**src/hw/rtl/b64c_pkg.sv**
```systemverilog
// ----------------------------------------------------------------------------
// b64c_pkg
// shared types, codes and alphabet functions for the base64 codec
// ----------------------------------------------------------------------------
package b64c_pkg;

  // mode register codes
  localparam logic ModeEncode = 1'b0;
  localparam logic ModeDecode = 1'b1;

  // results one input word can cause at most
  localparam int unsigned MaxResults = 4;

  // decoded symbol codes beyond the 64 alphabet values
  localparam logic [6:0] SymPad = 7'd64;
  localparam logic [6:0] SymBad = 7'd65;

  localparam logic [7:0] CharPad = 8'h3d;  // '='

  typedef struct packed {
    logic [7:0] data_byte;
    logic       last;
  } in_t;

  typedef struct packed {
    logic [7:0] out_byte;
    logic       last_of_run;
    logic       end_of_stream;
    logic       bad_char;
  } out_t;

  // 6-bit value to alphabet character
  function automatic logic [7:0] enc_char(input logic [5:0] val);
    logic [7:0] w;
    w = {2'b00, val};
    if (val < 6'd26) begin
      return w + 8'h41;            // 'A'
    end else if (val < 6'd52) begin
      return w + 8'h47;            // 'a' - 26
    end else if (val < 6'd62) begin
      return w - 8'h04;            // '0' - 52
    end else if (val == 6'd62) begin
      return 8'h2b;                // '+'
    end else begin
      return 8'h2f;                // '/'
    end
  endfunction

  // character to symbol value, pad or bad
  function automatic logic [6:0] dec_sym(input logic [7:0] ch);
    logic [7:0] w;
    w = 8'h00;
    case (ch) inside
      [8'h41:8'h5a]: begin
        w = ch - 8'h41;
        return w[6:0];
      end
      [8'h61:8'h7a]: begin
        w = ch - 8'h47;
        return w[6:0];
      end
      [8'h30:8'h39]: begin
        w = ch + 8'h04;
        return w[6:0];
      end
      8'h2b:   return 7'd62;
      8'h2f:   return 7'd63;
      CharPad: return SymPad;
      default: return SymBad;
    endcase
  endfunction

endpackage

```
**src/hw/rtl/base64_codec.sv**
```systemverilog
// ----------------------------------------------------------------------------
// base64_codec
// streaming base64 encoder / decoder, one byte per input word
// ----------------------------------------------------------------------------
// path: an accepted word is registered in the input register, then its results are
//   loaded into the result buffer, whose slot 0 drives the output
// throughput: one word per cycle while each gives at most one result and the output
//   does not stall; otherwise the next word waits until the final result leaves
// reset: asynchronous, clears valid flags, mode (encode) and the group state
module base64_codec (
  input  logic              clk_i,
  input  logic              rst_ni,
  // input words
  input  logic              in_valid_i,
  output logic              in_ready_o,
  input  b64c_pkg::in_t     in_data_i,
  // result words
  output logic              out_valid_o,
  input  logic              out_ready_i,
  output b64c_pkg::out_t    out_data_o,
  // mode register write
  input  logic              cfg_valid_i,
  output logic              cfg_ready_o,
  input  logic              cfg_mode_i
);

  localparam int unsigned MaxRes = b64c_pkg::MaxResults;
  localparam int unsigned CntW   = $clog2(MaxRes + 1);

  // input register
  logic          item_valid_q;
  b64c_pkg::in_t item_q;

  // mode and group state
  logic        mode_q;
  logic [23:0] gb_q, gb_d;
  logic [1:0]  gc_q, gc_d;
  logic [1:0]  pad_q, pad_d;

  // result buffer, slot 0 drives the output
  b64c_pkg::out_t       buf_q [MaxRes];
  b64c_pkg::out_t       buf_d [MaxRes];
  logic [CntW-1:0]      buf_cnt_q, buf_cnt_d;

  // results of the word in the input register
  logic [7:0]      res_byte [MaxRes];
  logic            res_bad  [MaxRes];
  logic [CntW-1:0] res_n;

  logic out_fire, load, cfg_fire;

  assign cfg_ready_o = 1'b1;
  assign cfg_fire    = cfg_valid_i;

  assign out_valid_o = (buf_cnt_q != '0);
  assign out_data_o  = buf_q[0];
  assign out_fire    = out_valid_o & out_ready_i;

  // move the word on once the buffer is empty or its final entry leaves now
  assign load = item_valid_q &&
                ((buf_cnt_q == '0) || ((buf_cnt_q == CntW'(1)) && out_fire));

  // the input register frees up in the same cycle its word moves on
  assign in_ready_o = !item_valid_q || load;

  // --------------------------------------------------------------------------
  // per-word work: next group state and the list of results
  // --------------------------------------------------------------------------
  always_comb begin
    logic [7:0]  b;
    logic [23:0] enc_gb;
    logic [2:0]  cnt;
    logic [23:0] v;
    logic [6:0]  sym;
    logic        is_pad, is_bad_sym, bad;
    logic [23:0] dgb;
    logic [1:0]  dpad;
    logic [23:0] gb_a;
    logic [1:0]  gc_a, pad_a;
    logic [7:0]  f_byte [2];
    logic        f_bad  [2];
    logic [1:0]  fn;
    logic [1:0]  nb;

    b          = item_q.data_byte;
    gb_d       = gb_q;
    gc_d       = gc_q;
    pad_d      = pad_q;
    res_n      = '0;
    for (int i = 0; i < MaxRes; i++) begin
      res_byte[i] = 8'h00;
      res_bad[i]  = 1'b0;
    end
    enc_gb     = {gb_q[15:0], b};
    cnt        = {1'b0, gc_q} + 3'd1;
    v          = '0;
    sym        = b64c_pkg::dec_sym(b);
    is_pad     = (sym == b64c_pkg::SymPad);
    is_bad_sym = (sym == b64c_pkg::SymBad);
    bad        = is_bad_sym || (is_pad && (gc_q < 2'd2)) ||
                 (!is_pad && !is_bad_sym && (pad_q != 2'd0));
    dgb        = {gb_q[17:0], sym[5:0]};     // pad appends zeros
    dpad       = pad_q + {1'b0, is_pad};
    gb_a       = gb_q;
    gc_a       = gc_q;
    pad_a      = pad_q;
    f_byte[0]  = 8'h00;
    f_byte[1]  = 8'h00;
    f_bad[0]   = 1'b0;
    f_bad[1]   = 1'b0;
    fn         = 2'd0;
    nb         = 2'd3 - dpad;

    if (mode_q == b64c_pkg::ModeEncode) begin
      if (cnt == 3'd3) begin
        // full group: four characters
        res_byte[0] = b64c_pkg::enc_char(enc_gb[23:18]);
        res_byte[1] = b64c_pkg::enc_char(enc_gb[17:12]);
        res_byte[2] = b64c_pkg::enc_char(enc_gb[11:6]);
        res_byte[3] = b64c_pkg::enc_char(enc_gb[5:0]);
        res_n       = CntW'(4);
        gb_d        = '0;
        gc_d        = 2'd0;
      end else begin
        gb_d = enc_gb;
        gc_d = cnt[1:0];
        if (item_q.last) begin
          // partial group flush with '=' padding
          v           = (cnt == 3'd1) ? {b, 16'h0000} : {enc_gb[15:0], 8'h00};
          res_byte[0] = b64c_pkg::enc_char(v[23:18]);
          res_byte[1] = b64c_pkg::enc_char(v[17:12]);
          res_byte[2] = (cnt == 3'd2) ? b64c_pkg::enc_char(v[11:6])
                                      : b64c_pkg::CharPad;
          res_byte[3] = b64c_pkg::CharPad;
          res_n       = CntW'(4);
        end
      end
    end else begin
      // state after this character
      if (!bad) begin
        if (cnt == 3'd4) begin
          gb_a  = '0;
          gc_a  = 2'd0;
          pad_a = dpad;
        end else begin
          gb_a  = dgb;
          gc_a  = cnt[1:0];
          pad_a = dpad;
        end
      end
      // end of stream with an open group
      if (item_q.last && (gc_a != 2'd0)) begin
        if ((pad_a == 2'd0) && (gc_a == 2'd2)) begin
          f_byte[0] = gb_a[11:4];
          fn        = 2'd1;
        end else if ((pad_a == 2'd0) && (gc_a == 2'd3)) begin
          f_byte[0] = gb_a[17:10];
          f_byte[1] = gb_a[9:2];
          fn        = 2'd2;
        end else begin
          f_bad[0] = 1'b1;
          fn       = 2'd1;
        end
      end
      // result list: error first, then the flush
      if (bad) begin
        res_bad[0]  = 1'b1;
        res_byte[1] = f_byte[0];
        res_bad[1]  = f_bad[0];
        res_byte[2] = f_byte[1];
        res_bad[2]  = f_bad[1];
        res_n       = CntW'(fn) + CntW'(1);
      end else if (cnt == 3'd4) begin
        res_byte[0] = dgb[23:16];
        res_byte[1] = dgb[15:8];
        res_byte[2] = dgb[7:0];
        res_n       = CntW'(nb);
      end else begin
        res_byte[0] = f_byte[0];
        res_bad[0]  = f_bad[0];
        res_byte[1] = f_byte[1];
        res_bad[1]  = f_bad[1];
        res_n       = CntW'(fn);
      end
      gb_d  = gb_a;
      gc_d  = gc_a;
      pad_d = pad_a;
    end

    // stream end always restarts from an empty group
    if (item_q.last) begin
      gb_d  = '0;
      gc_d  = 2'd0;
      pad_d = 2'd0;
    end
  end

  // --------------------------------------------------------------------------
  // result buffer next value: load a new list or shift one word out
  // --------------------------------------------------------------------------
  always_comb begin
    buf_cnt_d = buf_cnt_q;
    for (int i = 0; i < MaxRes; i++) begin
      buf_d[i] = buf_q[i];
    end
    if (load) begin
      for (int i = 0; i < MaxRes; i++) begin
        buf_d[i].out_byte      = res_byte[i];
        buf_d[i].bad_char      = res_bad[i];
        buf_d[i].last_of_run   = (CntW'(i) + CntW'(1) == res_n);
        buf_d[i].end_of_stream = (CntW'(i) + CntW'(1) == res_n) && item_q.last;
      end
      buf_cnt_d = res_n;
    end else if (out_fire) begin
      for (int i = 0; i < MaxRes - 1; i++) begin
        buf_d[i] = buf_q[i+1];
      end
      buf_cnt_d = buf_cnt_q - CntW'(1);
    end
  end

  // --------------------------------------------------------------------------
  // registers
  // --------------------------------------------------------------------------
  always_ff @(posedge clk_i or negedge rst_ni) begin
    if (!rst_ni) begin
      item_valid_q <= 1'b0;
      buf_cnt_q    <= '0;
      mode_q       <= b64c_pkg::ModeEncode;
      gb_q         <= '0;
      gc_q         <= 2'd0;
      pad_q        <= 2'd0;
    end else begin
      if (in_ready_o) begin
        item_valid_q <= in_valid_i;
      end
      buf_cnt_q <= buf_cnt_d;
      if (cfg_fire) begin
        // a mode write starts a fresh group
        mode_q <= cfg_mode_i;
        gb_q   <= '0;
        gc_q   <= 2'd0;
        pad_q  <= 2'd0;
      end else if (load) begin
        gb_q  <= gb_d;
        gc_q  <= gc_d;
        pad_q <= pad_d;
      end
    end
  end

  // payload registers
  always_ff @(posedge clk_i) begin
    if (in_valid_i && in_ready_o) begin
      item_q <= in_data_i;
    end
    for (int i = 0; i < MaxRes; i++) begin
      buf_q[i] <= buf_d[i];
    end
  end

  // --------------------------------------------------------------------------
  // assertions
  // --------------------------------------------------------------------------
  a_last_gives_result: assert property (@(posedge clk_i) disable iff (!rst_ni)
    (load && item_q.last) |-> (res_n != '0))
    else $error("stream end produced no result");

  a_last_clears_group: assert property (@(posedge clk_i) disable iff (!rst_ni)
    (load && item_q.last && !cfg_fire) |=>
      ((gb_q == '0) && (gc_q == 2'd0) && (pad_q == 2'd0)))
    else $error("group state not cleared after stream end");

  a_pad_range: assert property (@(posedge clk_i) disable iff (!rst_ni)
    pad_q != 2'd3)
    else $error("more than two pad characters counted");

  a_enc_count: assert property (@(posedge clk_i) disable iff (!rst_ni)
    (mode_q == b64c_pkg::ModeEncode) |-> (gc_q != 2'd3))
    else $error("encode group count overflow");

  a_final_marked: assert property (@(posedge clk_i) disable iff (!rst_ni)
    (out_fire && (buf_cnt_q == CntW'(1))) |-> out_data_o.last_of_run)
    else $error("final buffered word lacks last_of_run");

endmodule
```
**config.mk**
```make
export PLATFORM = sky130hd
export DESIGN_NAME = base64_codec
export DESIGN_NICKNAME = d
export VERILOG_FILES = /design/src/hw/rtl/b64c_pkg.sv /design/src/hw/rtl/base64_codec.sv
export SDC_FILE = /design/constraint.sdc
export NUM_CORES = 1
export LEC_CHECK = 0
export BUFFER_PORTS_ARGS = -buffer_cell sky130_fd_sc_hd__buf_2
export CORE_ASPECT_RATIO = 0.7
export CORE_UTILIZATION = 37
export DETAILED_ROUTE_END_ITERATION = 16
export PLACE_DENSITY_LB_ADDON = 0.1
export SETUP_SLACK_MARGIN = 0.5
export SYNTH_ARGS = -nofsm -noshare
export SYNTH_HDL_FRONTEND = slang
export SYNTH_SLANG_ARGS = --single-unit
```
**constraint.sdc**
```tcl
create_clock -name clk_i -period 6.6 [get_ports clk_i]
set_input_delay 1.32 -clock clk_i [delete_from_list [all_inputs] [get_ports clk_i]]
set_output_delay 1.32 -clock clk_i [all_outputs]
set_load 0.01 [all_outputs]
```
After elaboration in Yosys (flattened, before gate mapping)
Memories as Yosys holds them, arrays and structs flattened.
Index checks and enable logic that the tools add are counted.
{"block": "totals", "in_bits": 15, "latchBits": 0, "elab_cells": 215, "rom_bits": 0, "n_memories": 1, "out_inout_bits": 14, "register_bits": 36, "ramBits": 44}
{"block": "classes", "reduce_logical": 33, "bitwise": 1, "eq_ne": 24, "mul": 0, "add_sub_neg": 29, "div_mod_pow": 0, "n_shift": 0, "magnitude_cmp": 28, "n_mux": 90}
{"name": "buf_q", "depth": 4, "width": 11, "rd": 4, "rd_ports_with_merged_regs": 0, "wr": 4, "line": "base64_codec.sv:41", "text": "b64c_pkg::out_t buf_q [MaxRes];"}
{"op": "$mux W8", "count": 27}
{"op": "$mux W18", "count": 8}
{"op": "$add A6 B7 Y8 const B", "count": 14}
{"op": "$lt A6 B6 Y1 const B", "count": 14}
{"op": "$mux W33", "count": 2}
{"op": "$mux W16", "count": 4}
{"op": "$mux W32", "count": 2}
{"op": "$sub A6 B3 Y7 const B", "count": 7}
{"op": "$mux W24", "count": 2}
{"op": "$eq A6 B6 Y1 const B", "count": 7}
{"op": "$lt A6 B5 Y1 const B", "count": 7}
{"op": "$mux W2", "count": 21}
{"op": "$mux W3", "count": 14}
{"op": "$mux W7", "count": 5}
{"op": "$eq A8 B6 Y1 const B", "count": 3}
{"op": "$ge A8 B7 Y1 const B", "count": 2}
{"op": "$le A8 B7 Y1 const B", "count": 2}
{"op": "$logic_and A1 B1 Y1", "count": 16}
{"op": "$eq A7 B7 Y1 const B", "count": 2}
{"op": "$sub A7 B7 Y7 const B", "count": 2}
{"op": "$mux W11", "count": 1}
{"op": "$ge A8 B6 Y1 const B", "count": 1}
{"op": "$le A8 B6 Y1 const B", "count": 1}
{"op": "$reduce_bool A2 Y1", "count": 4}
{"op": "22 further kinds", "count": 37}

Longest topological paths before layout
Gate-level depths: netlist of the first run.
{"block": "logic_depth", "ltp_word": 26, "mapped_depth": 23, "depth_no_buf": 20}

Worst setup path before layout of the first run
No wires, ideal clock.
{"block": "synth_path", "kind": "register -> register", "startpoint": "register item_q[3] in the netlist's numbering", "endpoint": "memory buf_q[1][1] in the netlist's numbering, data pin", "stages_incl_launch_ff": 23, "slack_ns": 1.218, "path_buffers": 3, "setup_time_ns": 0.257, "required_time_ns": 6.343, "arrival_time_ns": 5.125, "cell_sequence": "edfxtp_1 -> buf_1 -> inv_1 -> ha_1 -> a21o_1 -> o311a_1 -> or3_1 -> buf_2 -> nor3_2 -> o2111a_1 -> nand4_1 -> buf_4 -> nor2_1 -> ha_1 -> or3_1 -> a211oi_1 -> nor3_2 -> nor3_2 -> and2_1 -> ha_1 -> o21ai_0 -> a21oi_1 -> a32o_1"}
{"element": "start: declaration", "line": "base64_codec.sv:32", "text": "b64c_pkg::in_t item_q;"}
{"element": "start signal: assignment", "line": "base64_codec.sv:255", "text": "item_q <= in_data_i;"}
{"element": "end: declaration", "line": "base64_codec.sv:41"}

==> results of run 1 <==
==> per-stage QoR <==
stage | power (mW) | hold slack, ns | cell area [µm²] | instances
after CTS | 3.391 | 0.5232 | 8349 | 1261
after global placement | 2.876 | 0.5012 | 8046 | 1245
after global routing | 3.670 | 0.5639 | 8391 | 1266
final | 3.445 | 0.5175 | 8391 | 1266
after floorplan | 2.261 | 0.4712 | 7755 | 1008
after detailed placement | 2.860 | 0.5078 | 8046 | 1245
==> what timing repair did <==
item	CTS	global route
gates resized for setup	0	1
endpoints found under the setup margin	0	7
buffers inserted	0	5
==> synth_stat cells, types with 9 or more instances <==
cell	count	area, µm²
sky130_fd_sc_hd__a31oi_1	25	156.4
sky130_fd_sc_hd__o22ai_1	14	87.58
sky130_fd_sc_hd__ha_1	48	600.6
sky130_fd_sc_hd__dfrtp_1	27	675.7
sky130_fd_sc_hd__a221oi_1	16	140.1
sky130_fd_sc_hd__nor3_1	20	100.1
sky130_fd_sc_hd__o21ai_1	10	50.05
sky130_fd_sc_hd__a211oi_1	17	127.6
sky130_fd_sc_hd__a22oi_1	10	75.07
sky130_fd_sc_hd__o221ai_1	9	78.83
sky130_fd_sc_hd__edfxtp_1	51	1531
sky130_fd_sc_hd__a21oi_1	98	490.5
sky130_fd_sc_hd__nand4_1	16	100.1
sky130_fd_sc_hd__nand2b_1	14	87.58
sky130_fd_sc_hd__inv_1	43	161.4
sky130_fd_sc_hd__nand2_1	122	457.9
sky130_fd_sc_hd__nor2_1	103	386.6
sky130_fd_sc_hd__a22o_1	9	78.83
sky130_fd_sc_hd__o31ai_1	12	90.09
sky130_fd_sc_hd__o21ai_0	74	370.4
sky130_fd_sc_hd__nand3_1	21	105.1
sky130_fd_sc_hd__clkbuf_1	61	229.0
sky130_fd_sc_hd__a21o_1	13	97.59
sky130_fd_sc_hd__mux2i_1	14	140.1
sky130_fd_sc_hd__xnor2_1	14	122.6
==> per-layer routing <==
metal  part of all wire, %  vias to the layer above
met1                    48                     3859
met3                    10                       26
met4                   1.2                        0
li1                      -                     3716
met2                    41                      383
met5                     0                        -
==> flip-flops by register name (all words and copies together), names as in the netlist <==
name / flops
item_q: 9
gb_q: 18
mode_q: 1
gc_q: 2
buf_cnt_q: 3
item_valid_q: 1
buf_q: 42
pad_q: 2
==> power groups by stage <==
stage / Clock, mW / Combinational, mW / Sequential (mW)
after global placement: 0 / 1.96 / 0.920
after detailed placement: 0 / 1.94 / 0.923
after global routing: 0.553 / 2.19 / 0.929
after floorplan: 0 / 1.39 / 0.866
after CTS: 0.532 / 1.94 / 0.915
final: 0.526 / 2.01 / 0.910
==> placed cells by master, fill, tap and decap left out, types with 7 or more instances in the layout <==
cell type	synthesis	layout
sky130_fd_sc_hd__nor2_1	103	103
sky130_fd_sc_hd__buf_4	2	23
sky130_fd_sc_hd__a221oi_1	16	16
sky130_fd_sc_hd__a31oi_1	25	25
sky130_fd_sc_hd__a211oi_1	17	17
sky130_fd_sc_hd__inv_1	43	42
sky130_fd_sc_hd__mux2i_1	14	14
sky130_fd_sc_hd__nand4_1	16	16
sky130_fd_sc_hd__a21oi_1	98	97
sky130_fd_sc_hd__or3_1	8	8
sky130_fd_sc_hd__clkbuf_16	0	9
sky130_fd_sc_hd__ha_1	48	48
sky130_fd_sc_hd__a22oi_1	10	10
sky130_fd_sc_hd__a22o_1	9	9
sky130_fd_sc_hd__nand2b_1	14	14
sky130_fd_sc_hd__nand3_1	21	21
sky130_fd_sc_hd__xnor2_1	14	14
sky130_fd_sc_hd__a21o_1	13	13
sky130_fd_sc_hd__nor3_1	20	20
sky130_fd_sc_hd__buf_2	8	27
sky130_fd_sc_hd__nand2_1	122	122
sky130_fd_sc_hd__o22ai_1	14	14
sky130_fd_sc_hd__dfrtp_1	27	26
sky130_fd_sc_hd__o21ai_1	10	10
sky130_fd_sc_hd__nor2b_1	8	8
sky130_fd_sc_hd__o21ai_0	74	74
sky130_fd_sc_hd__o221ai_1	9	9
sky130_fd_sc_hd__xor2_1	7	7
sky130_fd_sc_hd__o31ai_1	12	12
sky130_fd_sc_hd__edfxtp_1	51	51
==> worst max-delay path, stage by stage, from the launching register on <==
cell	delay, ns
sky130_fd_sc_hd__edfxtp_1	0.69
sky130_fd_sc_hd__inv_1	0.28
sky130_fd_sc_hd__ha_1	0.32
sky130_fd_sc_hd__nand2b_1	0.15
sky130_fd_sc_hd__a21oi_2	0.09
sky130_fd_sc_hd__a221oi_2	0.54
sky130_fd_sc_hd__nor2_1	0.11
sky130_fd_sc_hd__o32a_1	0.31
sky130_fd_sc_hd__nand4_1	0.10
sky130_fd_sc_hd__buf_4	0.20
sky130_fd_sc_hd__nor2_1	0.07
sky130_fd_sc_hd__ha_1	0.34
sky130_fd_sc_hd__or3_1	0.39
sky130_fd_sc_hd__a211oi_1	0.32
sky130_fd_sc_hd__nor3_2	0.19
sky130_fd_sc_hd__nor3_2	0.21
sky130_fd_sc_hd__and2_1	0.16
sky130_fd_sc_hd__ha_1	0.23
sky130_fd_sc_hd__o21ai_0	0.30
sky130_fd_sc_hd__a21oi_1	0.19
sky130_fd_sc_hd__a32o_1	0.31
==> cells by family (layout without fill, tap and decap cells) <==
family	count (synthesis)	count (layout)	synth area share, %
multiplexers	21	21	3.017
adder cells (fa/ha/maj)	48	48	7.744
XOR/XNOR	21	21	2.372
buffers and inverters	122	110	6.228
flip-flops	78	78	28.46
AND/OR/NAND/NOR	353	353	21.41
AO/OA/AOI/OAI	364	364	30.72
other	1	1	0.04836
==> final cells by class <==
cell class	instances	area [µm²]
Multi-Input combinational cell	808	5069
Clock buffer	13	260.3
Clock inverter	3	42.54
Inverter	44	165.2
Sequential cell	78	2208
Timing Repair Buffer	50	307.8
Tap cell	270	337.8
Fill cell	2077	11790
==> worst max path at each step <==
| stage | startpoint | to | slack (ns) | depth (start not counted) |
|---|---|---|---|---|
| CTS | item_q[4] | buf_q[1][1] | 0.82 | 20 |
| global route | item_q[4] | buf_q[1][1] | 0.51 | 20 |
| floorplan | item_q[3] | buf_q[1][1] | 1.22 | 22 |
| finish | item_q[4] | buf_q[1][1] | 0.85 | 20 |
| global placement | item_q[4] | buf_q[1][1] | 1.06 | 20 |
| detailed placement | item_q[1] | buf_q[1][1] | 0.85 | 20 |
==> reports/results.md, run 1 <==
### Setup path
* Max FO, Critical Path: 14
* Worst setup SP type: flop
* kind of end point of the critical path: flop
* Worst Reg2Reg Path Length in Cells: 20
* source of the worst register-to-register timing path: item_q[4]
* worst endpoint data arrival time: 5.85 ns
* Setup Crit Path Kind: flop to flop
* reg-to-reg critical path endpoint: buf_q[1][1]
* Req. time, crit path: 6.70 ns
* reg-to-reg setup timing slack: 0.85 ns

### Synth
* yosys warns: 0
* number of library cell types mapped by synthesis: 78
* synthesized cell area: 7755 µm²
* sequential fraction of the synthesis area: 28.46%
* ys flop type: sky130_fd_sc_hd__edfxtp_1
* synthesized netlist cell count: 1008
* Synth async-reset ratio: 34.62%
* number of enable-type register cells in the synthesized netlist: 51
* synthesized area divided by synthesized cell count: 7.693 µm²
* count of state elements after synthesis: 78
* number of nets in the synthesized netlist: 1071

### STA
* transition time at the pin with the least slew margin: 1.117 ns
* summed negative setup slack over all endpoints: 0 ns
* Slew HR: 25.04%
* Setup WS post-layout: 0.8483 ns
* RSZ-0062 raised after global routing: no
* max-slew violation total from the final report: 0
* Final min period: 5.752 ns
* peak clock frequency supported by timing: 173.9 MHz
* Hold Violations, Final: 0
* clk_skew: 0.006618 ns
* Final period util: 87.15%
* count of endpoints failing setup in the final report: 0

### Clock tree
* number of hold buffers added after cts: 0
* H-Tree Depth: 3
* TritonCTS Sinks: 78
* maximum buffer depth of the clock tree: 2
* CTS tree: done
* clock insertion delay at the later pin of the skew report: 0.35 ns
* Clock Pin Slew Worst Setup and Hold Paths: 0.06 ns
* clock buffer count from CTS: 9
* clock root buffer: sky130_fd_sc_hd__clkbuf_16

### Floorplanning
* Die X-Extent: 175.0 µm
* number of placement rows: 43
* standard cell core area: 20180 µm²
* number of top-level pins: 29
* area of the die: 21550 µm²
* vertical extent of the die: 123.1 µm
* effective utilization at floorplan: 38.44%

### Drt
* Residual DRC: 0
* Iteration-0 DRC Markers: 1087
* detail-routed via count per cell: 6.306
* count of vias placed by the detailed router: 7984
* post-detailed-route wirelength per cell: 22.51 µm
* router iterations before antenna repair: 5
* antenna violation net count after detailed routing: 0
* DRT Wirelength: 28500 µm

### Power and ir drop
* portion of total power attributed to sequential cells: 26.4%
* proportion of total power due to net switching: 49.41%
* Clk network pwr share: 15.3%
* internal power contribution: 1.742 mW
* areal power density over the cells: 410.5 nW/µm²
* P_leak: 3.234 nW
* IR Drop Worst-Case VDD: 0.0002633 V
* combinational power share: 58.3%
* Sw Pwr: 1.702 mW

### Min path
* depth of the worst hold-timing path: 2
* min-delay src: buf_q[1][1]
* class of the tightest hold or removal check: flop to flop
* hold worst-path end: buf_q[0][1]

### Global routing
* via count of the first global-routing pass: 7241
* Most Crowded Layer GR: met1
* global-route wire length before repair: 44170 µm
* number of antenna violations at the first check in global routing: 1
* met3 demand-to-capacity share in global routing: 6.796%
* largest net degree at the start of global routing: 61
* met2 global-route usage: 38.29%
* met1 global-route usage: 40.78%
* overall fraction of global-route tracks in use: 26.99%
* Overflow after GRT: 0

### Finish
* fraction of the core area covered by cells at the end of the flow: 41.59%
* synthesis-to-finish area growth: 8.196%
* share of cells above drive strength 1: 9.438%
* number of antenna repair diodes: 0
* number of nets in the finished design: 1054

### Run
* # Max-Cap Violations: 0

### Outcome
* run status: completed

### Place
* HPWL after DPL: 20430 µm
* final RePlAce weighted congestion: 0.9285
* IO Port Bufs: 27
* worst slack at placement: 0.8459 ns

No activity file was read; power rests on OpenSTA's default activity.
==> run 2, diff against run 1 <==
--- a/config.mk
+++ b/config.mk
@@ -7,7 +7,7 @@
 export LEC_CHECK = 0
 export BUFFER_PORTS_ARGS = -buffer_cell sky130_fd_sc_hd__buf_2
 export CORE_ASPECT_RATIO = 0.7
-export CORE_UTILIZATION = 37
+export CORE_UTILIZATION = 50
 export DETAILED_ROUTE_END_ITERATION = 16
 export PLACE_DENSITY_LB_ADDON = 0.1
 export SETUP_SLACK_MARGIN = 0.5
==> run 2 against run 1 <==
  * Setup slack better by 0.020 ns
  * Power is 3.1% lower
  * Global-route usage increased by 6.7 points
  * First-iteration DRC count fell by 16%
  * Largest power group unchanged
  * Highest routed layer unchanged
==> reports/results.md, run 2 (synthesis results as in run 1) <==
### Outcome
* run status: completed, unchanged

### Clock tree
* Clock Pin Slew Worst Setup and Hold Paths: 0.06 ns, about the same
* clock buffer count from CTS: 9, unchanged
* H-Tree Depth: 3, unchanged
* TritonCTS Sinks: 78, unchanged
* clock insertion delay at the later pin of the skew report: 0.35 ns, about the same
* clock root buffer: sky130_fd_sc_hd__clkbuf_16, unchanged
* CTS tree: done, unchanged
* maximum buffer depth of the clock tree: 2, unchanged

### Drt
* antenna violation net count after detailed routing: 0, unchanged
* router iterations before antenna repair: 6, was 5
* Iteration-0 DRC Markers: 915, was 1087
* Residual DRC: 0, unchanged
* detail-routed via count per cell: 6.698, was 6.306
* count of vias placed by the detailed router: 7997, was 7984
* DRT Wirelength: 26060 µm, was 28500 µm
* post-detailed-route wirelength per cell: 21.82 µm, was 22.51 µm

### Place
* final RePlAce weighted congestion: 0.9290, was 0.9285
* number of placed instances, taps included: 1169, was 1245
* HPWL after DPL: 18420 µm, was 20430 µm
* IO Port Bufs: 27, unchanged

### Finish
* synthesis-to-finish area growth: 6.825%, was 8.196%
* max FFs per register: 42, unchanged
* leading registers by flop count: buf_q x42, gb_q x18, item_q x9, unchanged
* share of cells above drive strength 1: 9.710%, was 9.438%
* commonest non-fill, non-tap cell in the layout: sky130_fd_sc_hd__nand2_1, unchanged
* number of nets in the finished design: 1057, was 1054
* commonest cells after routing, fill and taps aside: sky130_fd_sc_hd__nand2_1, sky130_fd_sc_hd__nor2_1, sky130_fd_sc_hd__a21oi_1, unchanged
* fill cell instance count of the final layout: 1419, was 2077
* top register by number of flip-flops: buf_q, unchanged
* Final Non-Filler Cells: 1194, was 1266
* number of antenna repair diodes: 0, unchanged

### Setup path
* CP most frequent cell: sky130_fd_sc_hd__ha_1, unchanged
* Req. time, crit path: 6.70 ns, about the same
* Max FO, Critical Path: 14, unchanged
* worst endpoint data arrival time: 5.83 ns, was 5.85 ns
* critical path, cell by cell: inv_1 > ha_1 > nand2b_1 > a21oi_2 > a221oi_2 > nor2_1 > o32a_1 > nand4_1 > buf_4 > nor2_1 > ha_1 > or3_1 > a211oi_1 > nor3_2 > nor3_2 > and2_1 > ha_1 > o21ai_0 > a21oi_1 > a32o_1, unchanged
* Setup Crit Path Kind: flop to flop, unchanged
* slowest stage cell, crit path: sky130_fd_sc_hd__edfxtp_1, unchanged
* stage delay of the slowest cell on the critical path: 0.72 ns, was 0.69 ns
* Worst setup SP type: flop, unchanged
* kind of end point of the critical path: flop, unchanged

### Global routing
* number of antenna violations at the first check in global routing: 0, was 1
* largest net degree at the start of global routing: 61, unchanged
* overall fraction of global-route tracks in use: 33.72%, was 26.99%
* via count of the first global-routing pass: 7159, was 7241
* Overflow after GRT: 0, unchanged
* global-route wire length before repair: 40880 µm, was 44170 µm

### Min path
* class of the tightest hold or removal check: flop to flop, unchanged

### STA
* clk_skew: 0.008879 ns, was 0.006618 ns
* Slew HR: 27.29%, was 25.04%
* summed negative setup slack over all endpoints: 0 ns, unchanged
* Final min period: 5.732 ns, was 5.752 ns
* worst-case hold slack: 0.5316 ns, was 0.5175 ns
* transition time at the pin with the least slew margin: 1.087 ns, was 1.117 ns
* count of endpoints failing setup in the final report: 0, unchanged
* max-slew violation total from the final report: 0, unchanged
* RSZ-0062 raised after global routing: no, unchanged
* peak clock frequency supported by timing: 174.5 MHz, was 173.9 MHz
* Final period util: 86.85%, was 87.15%
* Hold Violations, Final: 0, unchanged

### Floorplanning
* area of the die: 16020 µm², was 21550 µm²
* effective utilization at floorplan: 52.02%, was 38.44%
* number of top-level pins: 29, unchanged
* standard cell core area: 14910 µm², was 20180 µm²
* Die X-Extent: 150.9 µm, was 175.0 µm
* number of placement rows: 37, was 43
* vertical extent of the die: 106.2 µm, was 123.1 µm

### Run
* # Max-Cap Violations: 0, unchanged

### Power and ir drop
* P_leak: 3.226 nW, was 3.234 nW
* areal power density over the cells: 403.0 nW/µm², was 410.5 nW/µm²
* IR Drop Worst-Case VDD: 0.0003235 V, was 0.0002633 V

## run 2: report_power, final
part           total, mW  internal [mW]  switching, mW
clock              0.464          0.253          0.210
sequential         0.907          0.779          0.128
combinational       1.97          0.649           1.32
## run 2: layout make-up
type / instances / area [µm²] / share of cell area [%]
Clock buffer: 10 / 229.0 / 2.764
Multi-Input combinational cell: 808 / 5069 / 61.18
Timing Repair Buffer: 53 / 330.3 / 3.987
Clock inverter: 6 / 38.79 / 0.4682
Inverter: 44 / 165.2 / 1.994
Sequential cell: 78 / 2208 / 26.66
Tap cell: 195 / 244.0 / 2.945
## run 2: critical path: cells and delay by family (launching register included)
kind | cells | cell delay [ns]
AND/OR/NAND/NOR | 8 | 1.36
AO/OA/AOI/OAI | 7 | 2.02
flip-flops | 1 | 0.72
buffers and inverters | 2 | 0.49
adder cells (fa/ha/maj) | 3 | 0.88
## run 2: through the flow
stage	instance area [µm²]	worst slack [ns]	utilization [%]	power, mW
5_1_grt	8284	0.5170	55.57	3.557
3_3_place_gp	7945	1.022	53.30	2.810
3_5_place_dp	7945	0.9450	53.30	2.799
2_1_floorplan	7755	1.218	-	2.261
6_report	8284	0.8680	55.57	3.339
4_1_cts	8213	0.9117	55.09	3.266
## run 2: final timing paths
check	startpoint	to	slack, ns	cells after the start
max	item_q[4]	buf_q[2][1]	0.87	20
min	buf_q[1][1]	buf_q[0][1]	0.53	2
max reg2reg	item_q[4]	buf_q[2][1]	0.87	20
min reg2reg	buf_q[1][1]	buf_q[0][1]	0.53	2
max in group asynchronous	rst_ni	mode_q	5.05	1
min in group asynchronous	rst_ni	gb_q[13]	1.03	1
## run 2: timing repair
item                                    in CTS  in global routing
resized for setup                            0                  1
hold buffers                                 0                  0
endpoints found under the setup margin       0                  7
buffers inserted                             0                  9
## run 2: metal layers
layer / GRT usage, % / wire length, µm / vias up
li1: - / - / 3728
met1: 50.95 / 11810 / 3736
met2: 45.77 / 10460 / 472
met3: 9.185 / 3121 / 61
met4: 10.29 / 667 / 0
met5: 0 / 0 / -
